===== src/crdf_pkg.sv =====
// Shared types and constants for the climate report deadband filter.
package crdf_pkg;

  // Register indexes on the configuration port
  localparam int unsigned CfgIdxW = 2;
  typedef enum logic [CfgIdxW-1:0] {
    REG_REPORT_INTERVAL = 2'd0,
    REG_TEMP_DEADBAND   = 2'd1,
    REG_TEMP_OFFSET     = 2'd2
  } cfg_reg_t;

  // Reset values of the configuration registers
  localparam logic [31:0] REPORT_INTERVAL_RST = 32'd10000;
  localparam logic [7:0]  TEMP_DEADBAND_RST   = 8'd5;
  localparam logic [7:0]  TEMP_OFFSET_RST     = 8'd26;

  // Humidity jump, in tenths of a percent, beyond which a change is reported at once
  localparam logic [10:0] HUMIDITY_STEP = 11'd10;

  // Valid ranges of the raw sensor values
  localparam logic signed [11:0] TEMP_MIN_RAW = -12'sd1000;
  localparam logic signed [11:0] TEMP_MAX_RAW = 12'sd1400;
  localparam logic signed [10:0] HUM_MIN_RAW  = 11'sd0;
  localparam logic signed [10:0] HUM_MAX_RAW  = 11'sd1000;

  typedef struct packed {
    logic [31:0] report_interval_ms;
    logic [7:0]  temp_deadband;
    logic [7:0]  temp_offset;
  } cfg_t;

  typedef struct packed {
    logic [31:0]        now_ms;
    logic               force_req;
    logic               read_ok;
    logic signed [11:0] raw_temp;
    logic signed [10:0] raw_humidity;
  } item_t;

  typedef struct packed {
    logic [31:0]        last_handled_ms;
    logic signed [11:0] reported_temp;
    logic [9:0]         reported_humidity;
    logic [9:0]         candidate_humidity;
    logic signed [11:0] exact_temp;
    logic [9:0]         exact_humidity;
  } state_t;

  // Flags of one result word; the values come from the state
  typedef struct packed {
    logic handled;
    logic read_error;
    logic temp_report;
    logic humidity_report;
  } flags_t;

endpackage


===== src/crdf_in_if.sv =====
// Input sample channel of the climate report deadband filter.
interface crdf_in_if;
  logic               valid;
  logic               ready;
  logic [31:0]        now_ms;
  logic               force_req;
  logic               read_ok;
  logic signed [11:0] raw_temp;
  logic signed [10:0] raw_humidity;

  modport source (output valid, now_ms, force_req, read_ok, raw_temp, raw_humidity,
                  input ready);
  modport sink (input valid, now_ms, force_req, read_ok, raw_temp, raw_humidity,
                output ready);
endinterface


===== src/crdf_out_if.sv =====
// Result channel of the climate report deadband filter.
interface crdf_out_if;
  logic               valid;
  logic               ready;
  logic               handled;
  logic               read_error;
  logic signed [12:0] exact_temp;
  logic [9:0]         exact_humidity;
  logic               temp_report;
  logic signed [12:0] reported_temp_value;
  logic               humidity_report;
  logic [9:0]         reported_humidity_value;

  modport source (output valid, handled, read_error, exact_temp, exact_humidity,
                  temp_report, reported_temp_value, humidity_report,
                  reported_humidity_value, input ready);
  modport sink (input valid, handled, read_error, exact_temp, exact_humidity,
                temp_report, reported_temp_value, humidity_report,
                reported_humidity_value, output ready);
endinterface


===== src/crdf_cfg_if.sv =====
// Configuration write channel of the climate report deadband filter.
interface crdf_cfg_if;
  logic        valid;
  logic        ready;
  logic [1:0]  index;
  logic [31:0] data;

  modport source (output valid, index, data, input ready);
  modport sink (input valid, index, data, output ready);
endinterface


===== src/crdf_cfg_regs.sv =====
// Configuration register file of the climate report deadband filter.
module crdf_cfg_regs (
  input  logic            clk,
  input  logic            rst_n,
  crdf_cfg_if.sink        cfg_ch,
  output crdf_pkg::cfg_t  cfg
);

  crdf_pkg::cfg_t cfg_r;
  crdf_pkg::cfg_t cfg_nxt;

  // Writes are always taken; an unknown index changes nothing.
  assign cfg_ch.ready = 1'b1;

  // Decode the register index and merge the written word.
  always_comb begin
    cfg_nxt = cfg_r;
    if (cfg_ch.valid) begin
      case (cfg_ch.index)
        crdf_pkg::REG_REPORT_INTERVAL: cfg_nxt.report_interval_ms = cfg_ch.data;
        crdf_pkg::REG_TEMP_DEADBAND:   cfg_nxt.temp_deadband = cfg_ch.data[7:0];
        crdf_pkg::REG_TEMP_OFFSET:     cfg_nxt.temp_offset = cfg_ch.data[7:0];
        default:                       cfg_nxt = cfg_r;
      endcase
    end
  end

  always_ff @(posedge clk) begin
    if (!rst_n) begin
      cfg_r.report_interval_ms <= crdf_pkg::REPORT_INTERVAL_RST;
      cfg_r.temp_deadband      <= crdf_pkg::TEMP_DEADBAND_RST;
      cfg_r.temp_offset        <= crdf_pkg::TEMP_OFFSET_RST;
    end else begin
      cfg_r <= cfg_nxt;
    end
  end

  assign cfg = cfg_r;

endmodule


===== src/crdf_decide.sv =====
// Per-sample decision logic: due test, range check, deadband and humidity rules.
module crdf_decide #(
  parameter logic [10:0] HUMIDITY_STEP = crdf_pkg::HUMIDITY_STEP
) (
  input  crdf_pkg::cfg_t   cfg,
  input  crdf_pkg::item_t  item,
  input  crdf_pkg::state_t state,
  output crdf_pkg::state_t state_nxt,
  output crdf_pkg::flags_t flags
);

  logic [31:0]        elapsed;
  logic               due;
  logic               in_range;
  logic signed [12:0] temp_corr;
  logic signed [12:0] temp_diff;
  logic [12:0]        temp_dist;
  logic               temp_move;
  logic [9:0]         hum;
  logic signed [10:0] hum_diff;
  logic [10:0]        hum_dist;
  logic               hum_jump;
  logic               hum_is_cand;

  // Wrapping time since the last handled sample.
  assign elapsed = item.now_ms - state.last_handled_ms;
  assign due     = item.force_req || (elapsed >= cfg.report_interval_ms);

  // Range check on the raw values, before the offset.
  assign in_range = item.read_ok &&
                    (item.raw_humidity >= crdf_pkg::HUM_MIN_RAW) &&
                    (item.raw_humidity <= crdf_pkg::HUM_MAX_RAW) &&
                    (item.raw_temp >= crdf_pkg::TEMP_MIN_RAW) &&
                    (item.raw_temp <= crdf_pkg::TEMP_MAX_RAW);

  // Offset-corrected temperature and its distance from the last report.
  assign temp_corr = {item.raw_temp[11], item.raw_temp} - $signed({5'd0, cfg.temp_offset});
  assign temp_diff = {state.reported_temp[11], state.reported_temp} - temp_corr;
  assign temp_dist = temp_diff[12] ? 13'(-temp_diff) : 13'(temp_diff);
  assign temp_move = temp_dist >= {5'd0, cfg.temp_deadband};

  // Humidity distance from the last report; a valid reading fits in 10 bits.
  assign hum         = item.raw_humidity[9:0];
  assign hum_diff    = $signed({1'b0, state.reported_humidity}) - $signed({1'b0, hum});
  assign hum_dist    = hum_diff[10] ? 11'(-hum_diff) : 11'(hum_diff);
  assign hum_jump    = hum_dist > HUMIDITY_STEP;
  assign hum_is_cand = hum == state.candidate_humidity;

  // Next state and result flags.
  always_comb begin
    state_nxt = state;
    flags     = '0;
    if (due) begin
      flags.handled             = 1'b1;
      state_nxt.last_handled_ms = item.now_ms;
      if (!in_range) begin
        flags.read_error = 1'b1;
      end else begin
        state_nxt.exact_temp     = temp_corr[11:0];
        state_nxt.exact_humidity = hum;
        if (temp_move) begin
          state_nxt.reported_temp = temp_corr[11:0];
          flags.temp_report       = 1'b1;
        end
        if (!hum_is_cand && !hum_jump) begin
          state_nxt.candidate_humidity = hum;
        end else if ((hum_is_cand && (state.reported_humidity != hum)) || hum_jump) begin
          state_nxt.reported_humidity = hum;
          flags.humidity_report       = 1'b1;
        end
      end
    end
  end

endmodule


===== src/climate_report_deadband_filter.sv =====
// Top level of the climate report deadband filter: input register, state and result register.
// Usage: one sample word is taken per cycle while the result side does not stall, and each
// taken word gives exactly one result word. A sample passes from the input register
// through the due, range, deadband and humidity decision into the result register, and the
// filter state is updated together with it, so each sample sees everything left by the one
// before it. The input register lets one more sample in while a finished result waits to be
// taken. Configuration writes are taken at once and should be issued only while no sample is
// in flight. HUMIDITY_STEP sets the humidity jump, in tenths of a percent, beyond which a
// change is reported at once.
module climate_report_deadband_filter #(
  parameter logic [10:0] HUMIDITY_STEP = crdf_pkg::HUMIDITY_STEP
) (
  input  logic       clk,
  input  logic       rst_n,
  crdf_in_if.sink    in_ch,
  crdf_out_if.source out_ch,
  crdf_cfg_if.sink   cfg_ch
);

  crdf_pkg::cfg_t   cfg;
  crdf_pkg::item_t  in_item_r;
  logic             in_vld_r;
  logic             in_vld_nxt;
  crdf_pkg::state_t state_r;
  crdf_pkg::state_t state_nxt;
  crdf_pkg::flags_t flags_nxt;
  crdf_pkg::flags_t out_flags_r;
  crdf_pkg::state_t out_state_r;
  logic             out_vld_r;
  logic             out_vld_nxt;
  logic             in_take;
  logic             advance;

  crdf_cfg_regs u_cfg_regs (
    .clk    (clk),
    .rst_n  (rst_n),
    .cfg_ch (cfg_ch),
    .cfg    (cfg)
  );

  crdf_decide #(
    .HUMIDITY_STEP (HUMIDITY_STEP)
  ) u_decide (
    .cfg       (cfg),
    .item      (in_item_r),
    .state     (state_r),
    .state_nxt (state_nxt),
    .flags     (flags_nxt)
  );

  // A word moves to the result register when that register is empty or being emptied.
  assign advance     = in_vld_r && (!out_vld_r || out_ch.ready);
  assign in_ch.ready = !in_vld_r || advance;
  assign in_take     = in_ch.valid && in_ch.ready;

  // Valid bits of the two registers.
  always_comb begin
    in_vld_nxt  = in_take || (in_vld_r && !advance);
    out_vld_nxt = advance || (out_vld_r && !out_ch.ready);
  end

  always_ff @(posedge clk) begin
    if (!rst_n) begin
      in_vld_r  <= 1'b0;
      out_vld_r <= 1'b0;
      state_r   <= '0;
    end else begin
      in_vld_r  <= in_vld_nxt;
      out_vld_r <= out_vld_nxt;
      if (advance) begin
        state_r <= state_nxt;
      end
    end
  end

  // Input and result payload registers.
  always_ff @(posedge clk) begin
    if (in_take) begin
      in_item_r.now_ms       <= in_ch.now_ms;
      in_item_r.force_req    <= in_ch.force_req;
      in_item_r.read_ok      <= in_ch.read_ok;
      in_item_r.raw_temp     <= in_ch.raw_temp;
      in_item_r.raw_humidity <= in_ch.raw_humidity;
    end
    if (advance) begin
      out_flags_r <= flags_nxt;
      out_state_r <= state_nxt;
    end
  end

  // Result word.
  assign out_ch.valid                   = out_vld_r;
  assign out_ch.handled                 = out_flags_r.handled;
  assign out_ch.read_error              = out_flags_r.read_error;
  assign out_ch.temp_report             = out_flags_r.temp_report;
  assign out_ch.humidity_report         = out_flags_r.humidity_report;
  assign out_ch.exact_temp              = {out_state_r.exact_temp[11], out_state_r.exact_temp};
  assign out_ch.exact_humidity          = out_state_r.exact_humidity;
  assign out_ch.reported_temp_value     = {out_state_r.reported_temp[11],
                                           out_state_r.reported_temp};
  assign out_ch.reported_humidity_value = out_state_r.reported_humidity;

endmodule


===== src/flat_wrapper.sv =====
// flat-port wrapper written by rule: the top's interface ports become plain ports
module climate_report_deadband_filter_flat 
#(
  parameter logic [10:0] HUMIDITY_STEP = crdf_pkg::HUMIDITY_STEP
)
  (clk, rst_n, in_ch_valid, in_ch_now_ms, in_ch_force_req, in_ch_read_ok, in_ch_raw_temp, in_ch_raw_humidity, in_ch_ready, out_ch_valid, out_ch_handled, out_ch_read_error, out_ch_exact_temp, out_ch_exact_humidity, out_ch_temp_report, out_ch_reported_temp_value, out_ch_humidity_report, out_ch_reported_humidity_value, out_ch_ready, cfg_ch_valid, cfg_ch_index, cfg_ch_data, cfg_ch_ready);
  crdf_in_if in_ch_i ();
  crdf_out_if out_ch_i ();
  crdf_cfg_if cfg_ch_i ();
  input  logic clk;
  input  logic rst_n;
  input wire logic [$bits(in_ch_i.valid)-1:0] in_ch_valid;
  input wire logic [$bits(in_ch_i.now_ms)-1:0] in_ch_now_ms;
  input wire logic [$bits(in_ch_i.force_req)-1:0] in_ch_force_req;
  input wire logic [$bits(in_ch_i.read_ok)-1:0] in_ch_read_ok;
  input wire logic [$bits(in_ch_i.raw_temp)-1:0] in_ch_raw_temp;
  input wire logic [$bits(in_ch_i.raw_humidity)-1:0] in_ch_raw_humidity;
  output wire logic [$bits(in_ch_i.ready)-1:0] in_ch_ready;
  output wire logic [$bits(out_ch_i.valid)-1:0] out_ch_valid;
  output wire logic [$bits(out_ch_i.handled)-1:0] out_ch_handled;
  output wire logic [$bits(out_ch_i.read_error)-1:0] out_ch_read_error;
  output wire logic [$bits(out_ch_i.exact_temp)-1:0] out_ch_exact_temp;
  output wire logic [$bits(out_ch_i.exact_humidity)-1:0] out_ch_exact_humidity;
  output wire logic [$bits(out_ch_i.temp_report)-1:0] out_ch_temp_report;
  output wire logic [$bits(out_ch_i.reported_temp_value)-1:0] out_ch_reported_temp_value;
  output wire logic [$bits(out_ch_i.humidity_report)-1:0] out_ch_humidity_report;
  output wire logic [$bits(out_ch_i.reported_humidity_value)-1:0] out_ch_reported_humidity_value;
  input wire logic [$bits(out_ch_i.ready)-1:0] out_ch_ready;
  input wire logic [$bits(cfg_ch_i.valid)-1:0] cfg_ch_valid;
  input wire logic [$bits(cfg_ch_i.index)-1:0] cfg_ch_index;
  input wire logic [$bits(cfg_ch_i.data)-1:0] cfg_ch_data;
  output wire logic [$bits(cfg_ch_i.ready)-1:0] cfg_ch_ready;
  assign in_ch_i.valid = in_ch_valid;
  assign in_ch_i.now_ms = in_ch_now_ms;
  assign in_ch_i.force_req = in_ch_force_req;
  assign in_ch_i.read_ok = in_ch_read_ok;
  assign in_ch_i.raw_temp = in_ch_raw_temp;
  assign in_ch_i.raw_humidity = in_ch_raw_humidity;
  assign in_ch_ready = in_ch_i.ready;
  assign out_ch_valid = out_ch_i.valid;
  assign out_ch_handled = out_ch_i.handled;
  assign out_ch_read_error = out_ch_i.read_error;
  assign out_ch_exact_temp = out_ch_i.exact_temp;
  assign out_ch_exact_humidity = out_ch_i.exact_humidity;
  assign out_ch_temp_report = out_ch_i.temp_report;
  assign out_ch_reported_temp_value = out_ch_i.reported_temp_value;
  assign out_ch_humidity_report = out_ch_i.humidity_report;
  assign out_ch_reported_humidity_value = out_ch_i.reported_humidity_value;
  assign out_ch_i.ready = out_ch_ready;
  assign cfg_ch_i.valid = cfg_ch_valid;
  assign cfg_ch_i.index = cfg_ch_index;
  assign cfg_ch_i.data = cfg_ch_data;
  assign cfg_ch_ready = cfg_ch_i.ready;
  climate_report_deadband_filter #(.HUMIDITY_STEP(HUMIDITY_STEP)) u_core (.clk(clk), .rst_n(rst_n), .in_ch(in_ch_i), .out_ch(out_ch_i), .cfg_ch(cfg_ch_i));
endmodule

===== config.mk =====
export PLATFORM = sky130hd
export DESIGN_NAME = climate_report_deadband_filter_flat
export DESIGN_NICKNAME = d
export VERILOG_FILES = /design/src/crdf_pkg.sv /design/src/crdf_in_if.sv /design/src/crdf_out_if.sv /design/src/crdf_cfg_if.sv /design/src/crdf_cfg_regs.sv /design/src/crdf_decide.sv /design/src/climate_report_deadband_filter.sv /design/src/flat_wrapper.sv
export SDC_FILE = /design/constraint.sdc
export NUM_CORES = 1
export LEC_CHECK = 0
export ABC_AREA = 1
export BUFFER_PORTS_ARGS = -buffer_cell sky130_fd_sc_hd__buf_2
export CAP_MARGIN = 20
export CELL_PAD_IN_SITES_DETAIL_PLACEMENT = 1
export CELL_PAD_IN_SITES_GLOBAL_PLACEMENT = 1
export CORE_ASPECT_RATIO = 1.1
export CORE_MARGIN = 2
export CORE_UTILIZATION = 40
export DETAILED_ROUTE_END_ITERATION = 7
export HOLD_SLACK_MARGIN = 0.08
export PLACE_DENSITY_LB_ADDON = 0.1
export SYNTH_ARGS = -nofsm -noshare
export SYNTH_HDL_FRONTEND = slang
export SYNTH_SLANG_ARGS = --single-unit
export TNS_END_PERCENT = 30

===== constraint.sdc =====
create_clock -name clk -period 4.5 [get_ports clk]
set_input_delay 0.675 -clock clk [delete_from_list [all_inputs] [get_ports clk]]
set_output_delay 0.675 -clock clk [all_outputs]
set_load 0.02 [all_outputs]

# After elaboration in Yosys (flattened, before gate mapping)
# Cells that the tools add are included.
# W data, S select, Z words.
[totals] in_bits=96 mem_bits_ro=0 latchBits=0 mem_count=0 mem_bits_rw=0 regBits=241
[classes] n_div=0 shift=0 order_cmp=7 n_bitwise=2 eq_ne=4 mux=14 n_addsub=6 multipliers=0 n_reduce_logical=30
[ops] op="$mux W54" count=2
[ops] op="$ge A32 B32 Y1" count=1
[ops] op="$sub A32 B32 Y32" count=1
[ops] op="$mux W10" count=3
[ops] op="$ge A13 B8 Y1" count=1
[ops] op="$mux W13" count=1
[ops] op="$neg A13 Y13" count=1
[ops] op="$sub A12 B9 Y13" count=1
[ops] op="$sub A13 B13 Y13" count=1
[ops] op="$ge A12 B11 Y1 const B" count=1
[ops] op="$le A12 B12 Y1 const B" count=1
[ops] op="$mux W12" count=1
[ops] op="$ge A11 B1 Y1 const B" count=1
[ops] op="$gt A11 B4 Y1 const B" count=1
[ops] op="$le A11 B11 Y1 const B" count=1
[ops] op="$mux W11" count=1
[ops] op="$neg A11 Y11" count=1
[ops] op="$sub A10 B10 Y11" count=1
[ops] op="$eq A10 B10 Y1" count=1
[ops] op="$logic_and A1 B1 Y1" count=10
[ops] op="$ne A10 B10 Y1" count=1
[ops] op="$reduce_and A2 Y1" count=5
[ops] op="$logic_not A1 Y1" count=6
[ops] op="$logic_or A1 B1 Y1" count=6
[ops] op="9 further kinds" count=13

# Logic depth before layout (Yosys ltp)
# Gate-level depths: netlist of run 1.
[logic_depth] ltp_word=9 ltp_mapped=42

# Modules after synthesis
# Synthesis of run 1 repeated with hierarchy kept, for this count alone.
[hier_totals] hier_cells=2029 hier_area_um2=15158.3
[modules_own_cells] module="climate_report_deadband_filter" cells_each=684 area_per_inst_um2=7181.9 n_inst=1 seq_area_each_um2=4914.7
[modules_own_cells] module="crdf_decide" cells_each=1049 area_per_inst_um2=5931.9 n_inst=1 seq_area_each_um2=0.0
[modules_own_cells] module="crdf_cfg_regs" cells_each=296 area_per_inst_um2=2044.5 n_inst=1 seq_area_each_um2=960.9

# Worst setup path before layout of run 1
# Ideal clock, no wire load.
[synth_path] path_type="register -> register" startpoint="register u_core.in_item_r[11] in the netlist's numbering" endpoint="register u_core.out_state_r (netlist bit u_core.out_ch.reported_temp_value[0]) (data pin)" required_time_ns=4.247 setup_ns=0.253 arrival_ns=4.512 n_path_buf=1 path_slack_ns=-0.266 path_stages_with_launch=38 path_cell_list="edfxtp_1 -> inv_1 -> ha_1 -> fa_1 -> inv_1 -> a31oi_1 -> inv_1 -> a21oi_1 -> nor2_1 -> nor2_1 -> o21ai_0 -> nand2_1 -> nand2_1 -> xor2_1 -> inv_1 -> ha_1 -> nand3_1 -> nor2_1 -> [... 2 more ...] -> nand2_2 -> nand2_4 -> inv_2 -> nand2_1 -> xor2_1 -> inv_1 -> ha_1 -> a21oi_1 -> o21ai_0 -> nor2_1 -> o21ai_0 -> a211oi_1 -> nand3_2 -> nor2_4 -> nand3_4 -> buf_4 -> nand3_1 -> nand2_1"
[synth_rtl] element="start, declared" line_no="climate_report_deadband_filter.sv:21" source="crdf_pkg::item_t in_item_r;"
[synth_rtl] element="end signal, assigned" line_no="climate_report_deadband_filter.sv:87" source="out_state_r <= state_nxt;"
[synth_rtl] element="end, declared" line_no="climate_report_deadband_filter.sv:28" source="crdf_pkg::state_t out_state_r;"

# Worst setup path in the final report of run 1
[layout_path] startpoint="register u_core.in_item_r[11] in the netlist's numbering" endpoint="register u_core.state_r[52] in the netlist's numbering"
[layout_via] elab_chain_len=8 word_cells_on_any_way=12 classes_between="add/sub: 3; order compare: 3; mux: 4; reduce/logical: 2"
[layout_lines] element="$sub A12 B9 Y13" line_no="crdf_decide.sv:37" source="assign temp_corr = {item.raw_temp[11], item.raw_temp} - $signed({5'd0, cfg.temp_offset});"
[layout_lines] element="$sub A13 B13 Y13" line_no="crdf_decide.sv:38" source="assign temp_diff = {state.reported_temp[11], state.reported_temp} - temp_corr;"
[layout_lines] element="$neg A13 Y13" line_no="crdf_decide.sv:39" source="assign temp_dist = temp_diff[12] ? 13'(-temp_diff) : 13'(temp_diff);"
[layout_lines] element="$mux W13" line_no="crdf_decide.sv:39"
[layout_lines] element="$ge A13 B8 Y1" line_no="crdf_decide.sv:40" source="assign temp_move = temp_dist >= {5'd0, cfg.temp_deadband};"
[layout_lines] element="$mux W12" line_no="crdf_decide.sv:61" source="if (temp_move) begin"
[layout_lines] element="$mux W54 (*)" line_no="crdf_decide.sv:56" source="if (!in_range) begin"
[layout_lines] element="$mux W54 (*)" line_no="crdf_decide.sv:53" source="if (due) begin"
[layout_lines] element="end signal, assigned" line_no="climate_report_deadband_filter.sv:71" source="state_r <= state_nxt;"
[layout_lines] element="end, declared" line_no="climate_report_deadband_filter.sv:24" source="crdf_pkg::state_t state_r;"
# Every way passes the cells marked *; elsewhere a longest branch is shown, timed or not.
# A chain may end at the register's enable or synchronous reset.

==> results of run 1 <==
repair_timing:
item                       4_1_cts  5_1_grt
pin swaps                       44       46
gates cloned                     0        4
gates resized for setup         91      176
setup buffers                   11       23
setup endpoints to repair      132      133
critical path: cells and delay by family (launching register included):
| family | cells | cell delay (ns) |
|---|---|---|
| simple gates | 17 | 1.47 |
| compound gates | 6 | 1.19 |
| buf+inv | 11 | 0.81 |
| fa+ha+maj | 3 | 0.72 |
| flops | 1 | 0.38 |
| xor+xnor | 2 | 0.34 |
through the flow:
stage / util, % / std cells / worst slack, ns / hold slack, ns / total power [µW]
final: 54.7 / 2477 / -0.473 / 0.304 / 7440
after global routing: 54.7 / 2475 / -0.838 / 0.277 / 7890
after CTS: 52.4 / 2448 / -0.555 / 0.271 / 7290
after detailed placement: 48.4 / 2388 / -0.872 / 0.454 / 4810
after global placement: 48.4 / 2388 / -0.743 / 0.447 / 4720
after floorplan: - / 1684 / -0.0893 / 0.433 / 3930
power by group:
group / switching [µW] / internal, µW / total [µW]
Combinational: 1440 / 1170 / 2610
Clock: 907 / 1390 / 2300
Sequential: 79.6 / 2450 / 2530
Total: 2430 / 5010 / 7440
final timing paths:
path                          endpoint  cells past startpoint  slack [ns]                 start
setup / recovery    u_core.state_r[52]                     39       -0.47  u_core.in_item_r[11]
hold / removal    u_core.in_item_r[21]                      1        0.30    in_ch_raw_temp[10]
setup reg to reg    u_core.state_r[52]                     39       -0.47  u_core.in_item_r[11]
hold reg to reg     u_core.state_r[84]                      2        0.46    u_core.state_r[84]
final cells by class:
class	count	share of cell area [%]
clock inverters	14	0.932
inverters	266	5.51
diodes	2	0.0274
flip-flops and latches	241	32.2
repair buffers	362	13.9
well taps	432	2.96
multi-input cells	1125	40.4
clock buffers	35	4.09
logic make-up (layout without fill, tap and decap cells):
group,count (synthesis),count (layout),share of synthesized area (%)
AOI/OAI and AO/OA,355,355,14.0
other,1,3,0.0275
DFF,241,241,43.1
adders and majority gates,104,104,9.78
xor gates and xnor gates,66,66,4.25
and+or+nand+nor,599,599,19.7
buffers and inverters,318,677,9.08
routing by layer:
metal  global-route usage [%]  vias to the layer above
li1                         -                     6244
met1                     25.3                     5873
met2                     41.3                      190
met3                     3.24                       62
met4                     5.69                        8
met5                        0                        -
flip-flops by register name, indices dropped and copies added (netlist names):
| signal | flops |
|---|---|
| u_core.state_r | 86 |
| u_core.out_ch.humidity_report | 1 |
| u_core.out_ch.reported_humidity_value | 10 |
| u_core.out_ch.exact_humidity | 10 |
| u_core.out_ch.handled | 1 |
| u_core.out_ch.reported_temp_value | 12 |
| u_core.out_ch.valid | 1 |
| u_core.in_vld_r | 1 |
| u_core.out_ch.exact_temp | 12 |
| u_core.in_item_r | 57 |
| u_core.out_ch.read_error | 1 |
| u_core.u_cfg_regs.cfg | 48 |
| u_core.out_ch.temp_report | 1 |
layout by cell type (no fill, tap or decap), types with 20 or more instances in the layout:
cell	n
inv_1	242
nand2_1	241
buf_4	190
buf_2	147
nor2_1	140
dfxtp_1	136
a21oi_1	134
edfxtp_1	105
ha_1	84
o21ai_0	80
nand3_1	67
o21ai_1	48
xor2_1	41
nand2_2	40
clkbuf_16	30
nand3_2	29
o21ai_2	26
nand2_4	22
inv_2	21
nand4_1	20
==> summary.md, run 1 <==
| Metric | Value |
|---|---|
| Slew headroom | `between 30% and 40%` |
| Final Setup Violations | `96` |
| Vias per cell | `5.00` |
| # DRC | `0` |
| Multi-input logic area | `around 7400 µm²` |
| Post-synth top area cell | `edfxtp_1` |
| Vias in the first global route | `12,800` |
| Post-Syn Area | `13,600 µm²` |
| Slew @ Worst Pin | `0.945 ns` |
| Io pins | `approximately 150` |
| Die extent in y | `198 µm` |
| Crit-path max cell delay | `~0.40 ns` |
| Final setup TNS | `-15.36 ns` |
| Routability cong. | `0.848` |
| Post-synth top cells | `nand2_1, inv_1, a21oi_1, o21ai_0, nor2_1` |
| Critical Path End Type | `flop` |
| Worst-path clk slew | `0.06 ns` |
| Met2 wire len | `between 20,000 and 25,000 µm` |
| Syn avg cell area | `about 8.1 µm²` |
| Static leakage | `0.00846 µW` |
| Syn nets | `1,884` |
| Layout overhead on the synthesized area | `34.1%` |
| Htree depth | `1` |
| Die W | `approximately 180 µm` |
| Number of buffers inserted during clock tree synthesis | `27` |
| Top_reg_cell synth | `dfxtp_1` |
| Detailed Routing Iterations Pass 1 | `5` |
| Worst EP arrival | `5.47 ns` |
| Antenna violations before repair | `6` |
| Iter 0 DRT Violations | `~400` |
| Global-route congestion overflow total | `0` |
| Die ar. | `around 36,000 µm²` |
| Initial standard-cell utilization of the core | `40.8%` |
| Register area share after synthesis | `43.1%` |
| Post-route cell area | `18,300 µm²` |
| Max cap viols | `0` |
| Final Max Tran Viols | `0` |
| Status | `complete, but fails checks` |
| Clk buf depth | `3` |
| NumNets Final | `2,223` |
| Routed wire per std cell | `16.2 µm` |
| Synth area leaders | `edfxtp_1, dfxtp_1, ha_1, nand2_1, inv_1` |
| Flops & latches, synth | `241` |
| Top-area cell type share of the netlist area | `23.2%` |
| DR top layer | `met5` |
| CP Max Fanout | `8` |
| Largest net degree at the start of global routing | `65` |
| DRT Wirelength | `40,200 µm` |
| Violated checks | `setup timing` |
| Fill cells | `4,022` |
| Placed Area | `16,100 µm²` |
| Maximum clock rate | `201 MHz` |
| Sequential Area | `5880 µm²` |
| Warnings, synthesis | `0` |
| First-pass GRT wire length | `63,200 µm` |
| Worst Path Required | `around 5.0 ns` |
| CP Class | `reg2reg` |
| Insertion delay to the later sink of the worst-skew pair | `0.55 ns` |
| Tot GR Track Use | `21.7%` |
| Num rows | `70` |
| Cells after synthesis | `around 1,700` |
| Pwr/cell area | `~410 nW/µm²` |
| Clock Skews | `around 0.011 ns` |
| WL met1 | `17,000 µm` |
| Post-synth cell types | `47` |
| Post-synth EDFFs | `105` |
| Post-DRT Antenna Nets | `0` |
| Hold Fails Final Rpt | `0` |
| RSZ-0062 raised after global routing | `true` |
| Final Critical Period | `4.97 ns` |
| Cts hold-fix bufs | `0` |
| HPWL Detailed | `roughly 30,000 µm` |
| Min-Delay Path Class | `in2reg` |
| Clock sinks | `241` |
| Final setup margin | `-0.473 ns` |
| Number of port buffers | `around 150` |
| Final period util | `111%` |
| CTS tree | `built` |
| Via count | `12,400` |
| Core ar. | `33,400 µm²` |
| Worst IR Drop VDD | `0.302 mV` |
| Layout cells sized above 1 | `a little under a third` |
| Top-count cell post-synth | `nand2_1` |
| Crit path launch type | `flop` |
| Metal3 WL | `~1500 µm` |
| Slowest cell on crit path | `a2111o_1` |
| Async S/R FF share, synth | `0%` |
| Root Driver | `clkbuf_16` |
No activity file was read; power rests on OpenSTA's default activity.
==> run 2: changes to the inputs <==
--- a/config.mk
+++ b/config.mk
@@ -15,7 +15,7 @@
 export CORE_UTILIZATION = 40
 export DETAILED_ROUTE_END_ITERATION = 7
 export HOLD_SLACK_MARGIN = 0.08
-export PLACE_DENSITY_LB_ADDON = 0.1
+export PLACE_DENSITY = 0.89
 export SYNTH_ARGS = -nofsm -noshare
 export SYNTH_HDL_FRONTEND = slang
 export SYNTH_SLANG_ARGS = --single-unit
==> run 2 against run 1 <==
  * The flow still finishes with violations (setup timing)
  * Critical path depth is 3 lower
  * Worst setup slack worse by 0.43 ns
  * Flip-flop and latch count did not move
  * Sequential power is essentially flat
  * Power rose by 2.4%
  * Cell area grew 1.6%
  * Clock skew rose by 0.022 ns
  * Via count up 8.5%
  * Sequential share of layout area down 0.51 points
==> summary.md, run 2 (synthesis gave the netlist of run 1 again) <==
| Metric | Value |
|---|---|
| Routability cong. | `0.953 (was 0.848)` |
| Root Driver | `clkbuf_16 (unchanged)` |
| Final Setup Violations | `115 (was 96)` |
| Worst EP arrival | `5.89 ns (was 5.47 ns)` |
| Detailed Routing Iterations Pass 1 | `5 (unchanged)` |
| Worst-path clk slew | `0.07 ns (was 0.06 ns)` |
| Most frequent CP cell | `nand2_2` |
| R2r setup slk | `-0.90 ns (was -0.47 ns)` |
| CTS tree | `built (unchanged)` |
| Hold Fails Final Rpt | `0 (unchanged)` |
| HPWL Detailed | `32,600 µm (was 29,700 µm)` |
| Sequential Area | `5880 µm² (unchanged)` |
| # DRC | `0 (unchanged)` |
| Clock sinks | `241 (unchanged)` |
| Slew @ Worst Pin | `0.935 ns (was 0.945 ns)` |
| Crit-path max cell delay | `0.44 ns (was 0.40 ns)` |
| Violated checks | `setup timing (unchanged)` |
| Insertion delay to the later sink of the worst-skew pair | `0.57 ns (was 0.55 ns)` |
| RSZ-0062 raised after global routing | `true (unchanged)` |
| Routed wire per std cell | `21.0 µm (was 16.2 µm)` |
| Htree depth | `1 (unchanged)` |
| Hold Worst Slack | `0.293 ns (was 0.304 ns)` |
| Io pins | `149 (unchanged)` |
| Most frequent cells in the layout | `inv_1, nand2_1, buf_4 (unchanged)` |
| Die W | `180 µm (unchanged)` |
| Number of buffers inserted during clock tree synthesis | `27 (unchanged)` |
| Crit path launch type | `flop (unchanged)` |
| Antenna violations before repair | `0 (was 6)` |
| Worst Path Required | `4.99 ns (was 5.00 ns)` |
| Final setup TNS | `-30.20 ns (was -15.36 ns)` |
| Slowest cell on crit path | `edfxtp_1 (was a2111o_1)` |
| CP Class | `reg2reg (unchanged)` |
| Final period util | `120% (was 111%)` |
| Status | `complete, but fails checks (unchanged)` |
| NumNets Final | `2,216 (was 2,223)` |
| Layout overhead on the synthesized area | `36.3% (was 34.1%)` |
| Clock Skews | `0.0323 ns (was 0.0107 ns)` |
| Pre-CTS setup slack | `-0.923 ns (was -0.872 ns)` |
| Via count | `13,400 (was 12,400)` |
| Commonest non-fill, non-tap cell in the layout | `inv_1 (unchanged)` |
| Largest net degree at the start of global routing | `107 (was 65)` |
| Vias in the first global route | `14,300 (was 12,800)` |
| Max cap viols | `0 (unchanged)` |
| Vias per cell | `5.44 (was 5.00)` |
| Number of port buffers | `147 (unchanged)` |
| Tot GR Track Use | `25.6% (was 21.7%)` |
| Post-DRT Antenna Nets | `0 (unchanged)` |
| Global-route congestion overflow total | `0 (unchanged)` |
| Pwr/cell area | `411 nW/µm² (was 407 nW/µm²)` |
| Final setup margin | `-0.902 ns (was -0.473 ns)` |
| Final Critical Period | `5.40 ns (was 4.97 ns)` |
| Maximum clock rate | `185 MHz (was 201 MHz)` |
| Clk buf depth | `3 (unchanged)` |
| Die extent in y | `198 µm (unchanged)` |
| Critical Path End Type | `flop (unchanged)` |
| Die ar. | `35,500 µm² (unchanged)` |
| DRT Wirelength | `51,800 µm (was 40,200 µm)` |
| Fill cells | `3,868 (was 4,022)` |
| Max reg flops | `86 (unchanged)` |
| Multi-input logic area | `7650 µm² (was 7380 µm²)` |
| Worst IR Drop VDD | `0.379 mV (was 0.302 mV)` |
| Iter 0 DRT Violations | `687 (was 389)` |
| Initial standard-cell utilization of the core | `40.8% (unchanged)` |
| Largest Register | `u_core.state_r (unchanged)` |
| Min-Delay Path Class | `in2reg (unchanged)` |
| Layout cells sized above 1 | `32.3% (was 30.2%)` |
| Core ar. | `33,400 µm² (unchanged)` |
| First-pass GRT wire length | `73,300 µm (was 63,200 µm)` |
| Final Max Tran Viols | `0 (unchanged)` |
| Slew headroom | `37.7% (was 36.9%)` |
| # diodes | `0 (was 2)` |
| Num rows | `70 (unchanged)` |
| CP Max Fanout | `6 (was 8)` |
| Static leakage | `0.00851 µW (was 0.00846 µW)` |
run 2: cell types whose count changed in the layout (fill, tap and decap cells not counted), moves of 9 or more:
cell     delta
nand2_1    -28
nand2_2    +18
o21ai_1    -17
nand3_1    -13
buf_4      -12
nand2_4     +9
run 2: worst paths after layout:
path                             start  cells after the start                    to
setup / recovery  u_core.in_item_r[13]                     36    u_core.state_r[48]
hold / removal       in_ch_raw_temp[6]                      1  u_core.in_item_r[17]
setup reg to reg  u_core.in_item_r[13]                     36    u_core.state_r[48]
hold reg to reg     u_core.state_r[82]                      2    u_core.state_r[82]
run 2: layer usage:
layer	GRT usage, %	share of wire, %
met5	0	0
met4	12.6	5.2
met3	3.56	4.4
met2	49.7	53
met1	26.8	37
run 2: stage by stage:
| stage | area (µm²) | std cells | util, % | total power [µW] |
|---|---|---|---|---|
| floorplan | 13700 | 1684 | - | 3930 |
| global placement | 16100 | 2380 | 48.3 | 4660 |
| detailed placement | 16100 | 2380 | 48.3 | 4830 |
| CTS | 17700 | 2447 | 52.9 | 7260 |
| global route | 18600 | 2469 | 55.6 | 7990 |
| finish | 18600 | 2469 | 55.6 | 7620 |
run 2: what timing repair did:
action | 4_1_cts | 5_1_grt
cloned | 2 | 4
setup buffers | 15 | 17
hold buffers | 0 | 0
setup endpoints to repair | 132 | 132
hold endpoints to repair | 0 | 0
resized for setup | 128 | 196
pin swaps | 47 | 74
run 2: final cells by class:
class                           count  area share [%]
Inverter                          266            5.45
Clock inverter                     14           0.613
Timing Repair Buffer              355            13.9
Clock buffer                       36            4.21
Sequential cell                   241            31.7
Multi-Input combinational cell   1125            41.2
Tap cell                          432            2.91
run 2: report_power, final:
part | leakage, µW | internal, µW | switching [µW]
Clock | 0.000440 | 1280 | 976
Combinational | 0.00593 | 1180 | 1640
Sequential | 0.00214 | 2450 | 99.5
Total | 0.00851 | 4910 | 2710
run 2: worst max-delay path, delay by kind of cell (launching register included):
family	cells	cell delay, ns
xor gates and xnor gates	2	0.49
DFF	1	0.44
adders and majority gates	3	0.88
buffers and inverters	4	0.39
and+or+nand+nor	20	1.97
AOI/OAI and AO/OA	7	1.14
==> run 3: changes to the inputs <==
--- a/config.mk
+++ b/config.mk
@@ -8,7 +8,7 @@
 export ABC_AREA = 1
 export BUFFER_PORTS_ARGS = -buffer_cell sky130_fd_sc_hd__buf_2
 export CAP_MARGIN = 20
-export CELL_PAD_IN_SITES_DETAIL_PLACEMENT = 1
+export CELL_PAD_IN_SITES_DETAIL_PLACEMENT = 0
 export CELL_PAD_IN_SITES_GLOBAL_PLACEMENT = 1
 export CORE_ASPECT_RATIO = 1.1
 export CORE_MARGIN = 2
==> run 3 against run 2 <==
  * The run still ends with setup timing left
  * Largest cell class unchanged
  * Via count shrank 10%
  * Die area unchanged
  * Flip-flop and latch count stayed put
  * Register-to-register slack improved by 0.42 ns
  * Highest routed layer unchanged
  * Largest power group is now sequential cells
  * Critical path type unchanged
  * Combinational power down 11%
  * Global-route usage down 6.7 points
  * Maximum frequency grew 8.5%
  * Wire length fell by 32%
==> summary.md, run 3 (synthesis gave the netlist of run 1 again) <==
| Metric | Value |
|---|---|
| Family with the most delay on the worst path | `simple AND/OR/NAND/NOR gates (unchanged)` |
| Routability cong. | `0.953 (unchanged)` |
| Root Driver | `clkbuf_16 (unchanged)` |
| Number of port buffers | `147 (unchanged)` |
| Tot GR Track Use | `18.9% (was 25.6%)` |
| Vias in the first global route | `11,500 (was 14,300)` |
| Htree depth | `1 (unchanged)` |
| Critical Path End Type | `flop (unchanged)` |
| Worst-path clk slew | `0.07 ns (about the same)` |
| Total Power | `7190 µW (was 7620 µW)` |
| Clock Skews | `0.0162 ns (was 0.0323 ns)` |
| Layout overhead on the synthesized area | `33.0% (was 36.3%)` |
| Final period util | `111% (was 120%)` |
| Initial standard-cell utilization of the core | `40.8% (unchanged)` |
| Slew @ Worst Pin | `0.910 ns (was 0.935 ns)` |
| Status | `complete, but fails checks (unchanged)` |
| Crit-path max cell delay | `0.40 ns (was 0.44 ns)` |
| Maximum clock rate | `201 MHz (was 185 MHz)` |
| Final Critical Period | `4.98 ns (was 5.40 ns)` |
| Detailed Routing Iterations Pass 1 | `5 (unchanged)` |
| Pre-CTS setup slack | `-0.701 ns (was -0.923 ns)` |
| Cts hold-fix bufs | `0 (unchanged)` |
| Post-DRT Antenna Nets | `0 (unchanged)` |
| Pwr/cell area | `397 nW/µm² (was 411 nW/µm²)` |
| Worst EP arrival | `5.43 ns (was 5.89 ns)` |
| Crit path launch type | `flop (unchanged)` |
| Clk buf depth | `3 (unchanged)` |
| Iter 0 DRT Violations | `549 (was 687)` |
| Hold Worst Slack | `0.292 ns (was 0.293 ns)` |
| Die W | `180 µm (unchanged)` |
| Die ar. | `35,500 µm² (unchanged)` |
| Max reg flops | `86 (unchanged)` |
| DRT Wirelength | `35,300 µm (was 51,800 µm)` |
| Worst IR Drop VDD | `0.275 mV (was 0.379 mV)` |
| RSZ-0062 raised after global routing | `true (unchanged)` |
| Vias per cell | `4.92 (was 5.44)` |
| Antenna violations before repair | `0 (unchanged)` |
| Num rows | `70 (unchanged)` |
| CP Class | `reg2reg (unchanged)` |
| Via count | `12,100 (was 13,400)` |
| Max cap viols | `0 (unchanged)` |
| Fin cells | `2,456 (was 2,469)` |
| WP buf/inv | `8 (was 4)` |
| Clock sinks | `241 (unchanged)` |
| NumNets Final | `2,203 (was 2,216)` |
| Largest net degree at the start of global routing | `107 (unchanged)` |
| CTS tree | `built (unchanged)` |
| # diodes | `0 (unchanged)` |
| Final setup margin | `-0.481 ns (was -0.902 ns)` |
| Final Setup Violations | `36 (was 115)` |
| Fill cells | `2,975 (was 3,868)` |
| Largest Register | `u_core.state_r (unchanged)` |
| Hold Fails Final Rpt | `0 (unchanged)` |
| Die extent in y | `198 µm (unchanged)` |
| HPWL Detailed | `25,900 µm (was 32,600 µm)` |
| Worst Path Required | `4.95 ns (was 4.99 ns)` |
| Layout cells sized above 1 | `28.7% (was 32.3%)` |
| Insertion delay to the later sink of the worst-skew pair | `0.55 ns (was 0.57 ns)` |
| Post-placement cell count | `2,380 (unchanged)` |
| Final Max Tran Viols | `0 (unchanged)` |
| CP Max Fanout | `7 (was 6)` |
| Slowest cell on crit path | `edfxtp_1 (unchanged)` |
| Static leakage | `0.00836 µW (was 0.00851 µW)` |
| Core ar. | `33,400 µm² (unchanged)` |
| Io pins | `149 (unchanged)` |
| Global-route congestion overflow total | `0 (unchanged)` |
| Most frequent cells in the layout | `inv_1, nand2_1, buf_4 (unchanged)` |
| Min-Delay Path Class | `in2reg (unchanged)` |
| R2r setup slk | `-0.48 ns (was -0.90 ns)` |
| Number of buffers inserted during clock tree synthesis | `27 (unchanged)` |
| # DRC | `0 (unchanged)` |
| Routed wire per std cell | `14.4 µm (was 21.0 µm)` |
| First-pass GRT wire length | `55,400 µm (was 73,300 µm)` |
| Commonest non-fill, non-tap cell in the layout | `inv_1 (unchanged)` |
| Slew headroom | `39.3% (was 37.7%)` |
| Violated checks | `setup timing (unchanged)` |
-- run 3: cell count changes in the layout (fill, tap and decap cells not counted), sizes merged --
cell,previous run,this run
buf,352,340
clkbuf,39,34
inv,266,268
bufinv,1,2
clkinvlp,3,4
-- run 3: worst paths after layout --
path	start	endpoint	depth (start not counted)
min reg2reg	u_core.state_r[78]	u_core.state_r[78]	2
min	in_ch_raw_humidity[10]	u_core.in_item_r[10]	1
max reg2reg	u_core.in_item_r[11]	u_core.state_r[45]	39
max	u_core.in_item_r[11]	u_core.state_r[45]	39
-- run 3: timing repair --
action	in CTS	in global routing
endpoints found under the setup margin	131	134
buffers inserted	11	11
gates resized for setup	54	194
pin swaps	29	27
gates cloned	0	4
-- run 3: final cells by class --
class / count / area [µm²] / area share [%]
Clock inverter: 18 / 175 / 0.967
Inverter: 266 / 1010 / 5.59
Tap cell: 432 / 541 / 2.99
Clock buffer: 32 / 694 / 3.84
Sequential cell: 241 / 5880 / 32.5
Timing Repair Buffer: 342 / 2420 / 13.4
Multi-Input combinational cell: 1125 / 7390 / 40.8
-- run 3: routing by layer --
metal	track usage (%)	wire, µm	vias to the layer above
met3	2.38	1380	61
met2	33.9	17600	245
met1	23.3	15300	5565
li1	-	-	6203
met4	6.62	1100	0
met5	0	0	-
-- run 3: through the flow --
| stage | setup TNS, ns | instance area, µm² | util, % |
|---|---|---|---|
| after floorplan | -1.28 | 13700 | - |
| after global placement | -21.77 | 16100 | 48.3 |
| after detailed placement | -30.28 | 16100 | 48.3 |
| after CTS | -11.89 | 17300 | 51.9 |
| after global routing | -34.45 | 18100 | 54.3 |
| final | -11.55 | 18100 | 54.3 |
-- run 3: where the power goes --
group	leakage (µW)	internal [µW]	switching, µW
combinational	0.00581	1120	1370
clock	0.000412	1240	937
sequential	0.00214	2450	77.9
total	0.00836	4800	2390
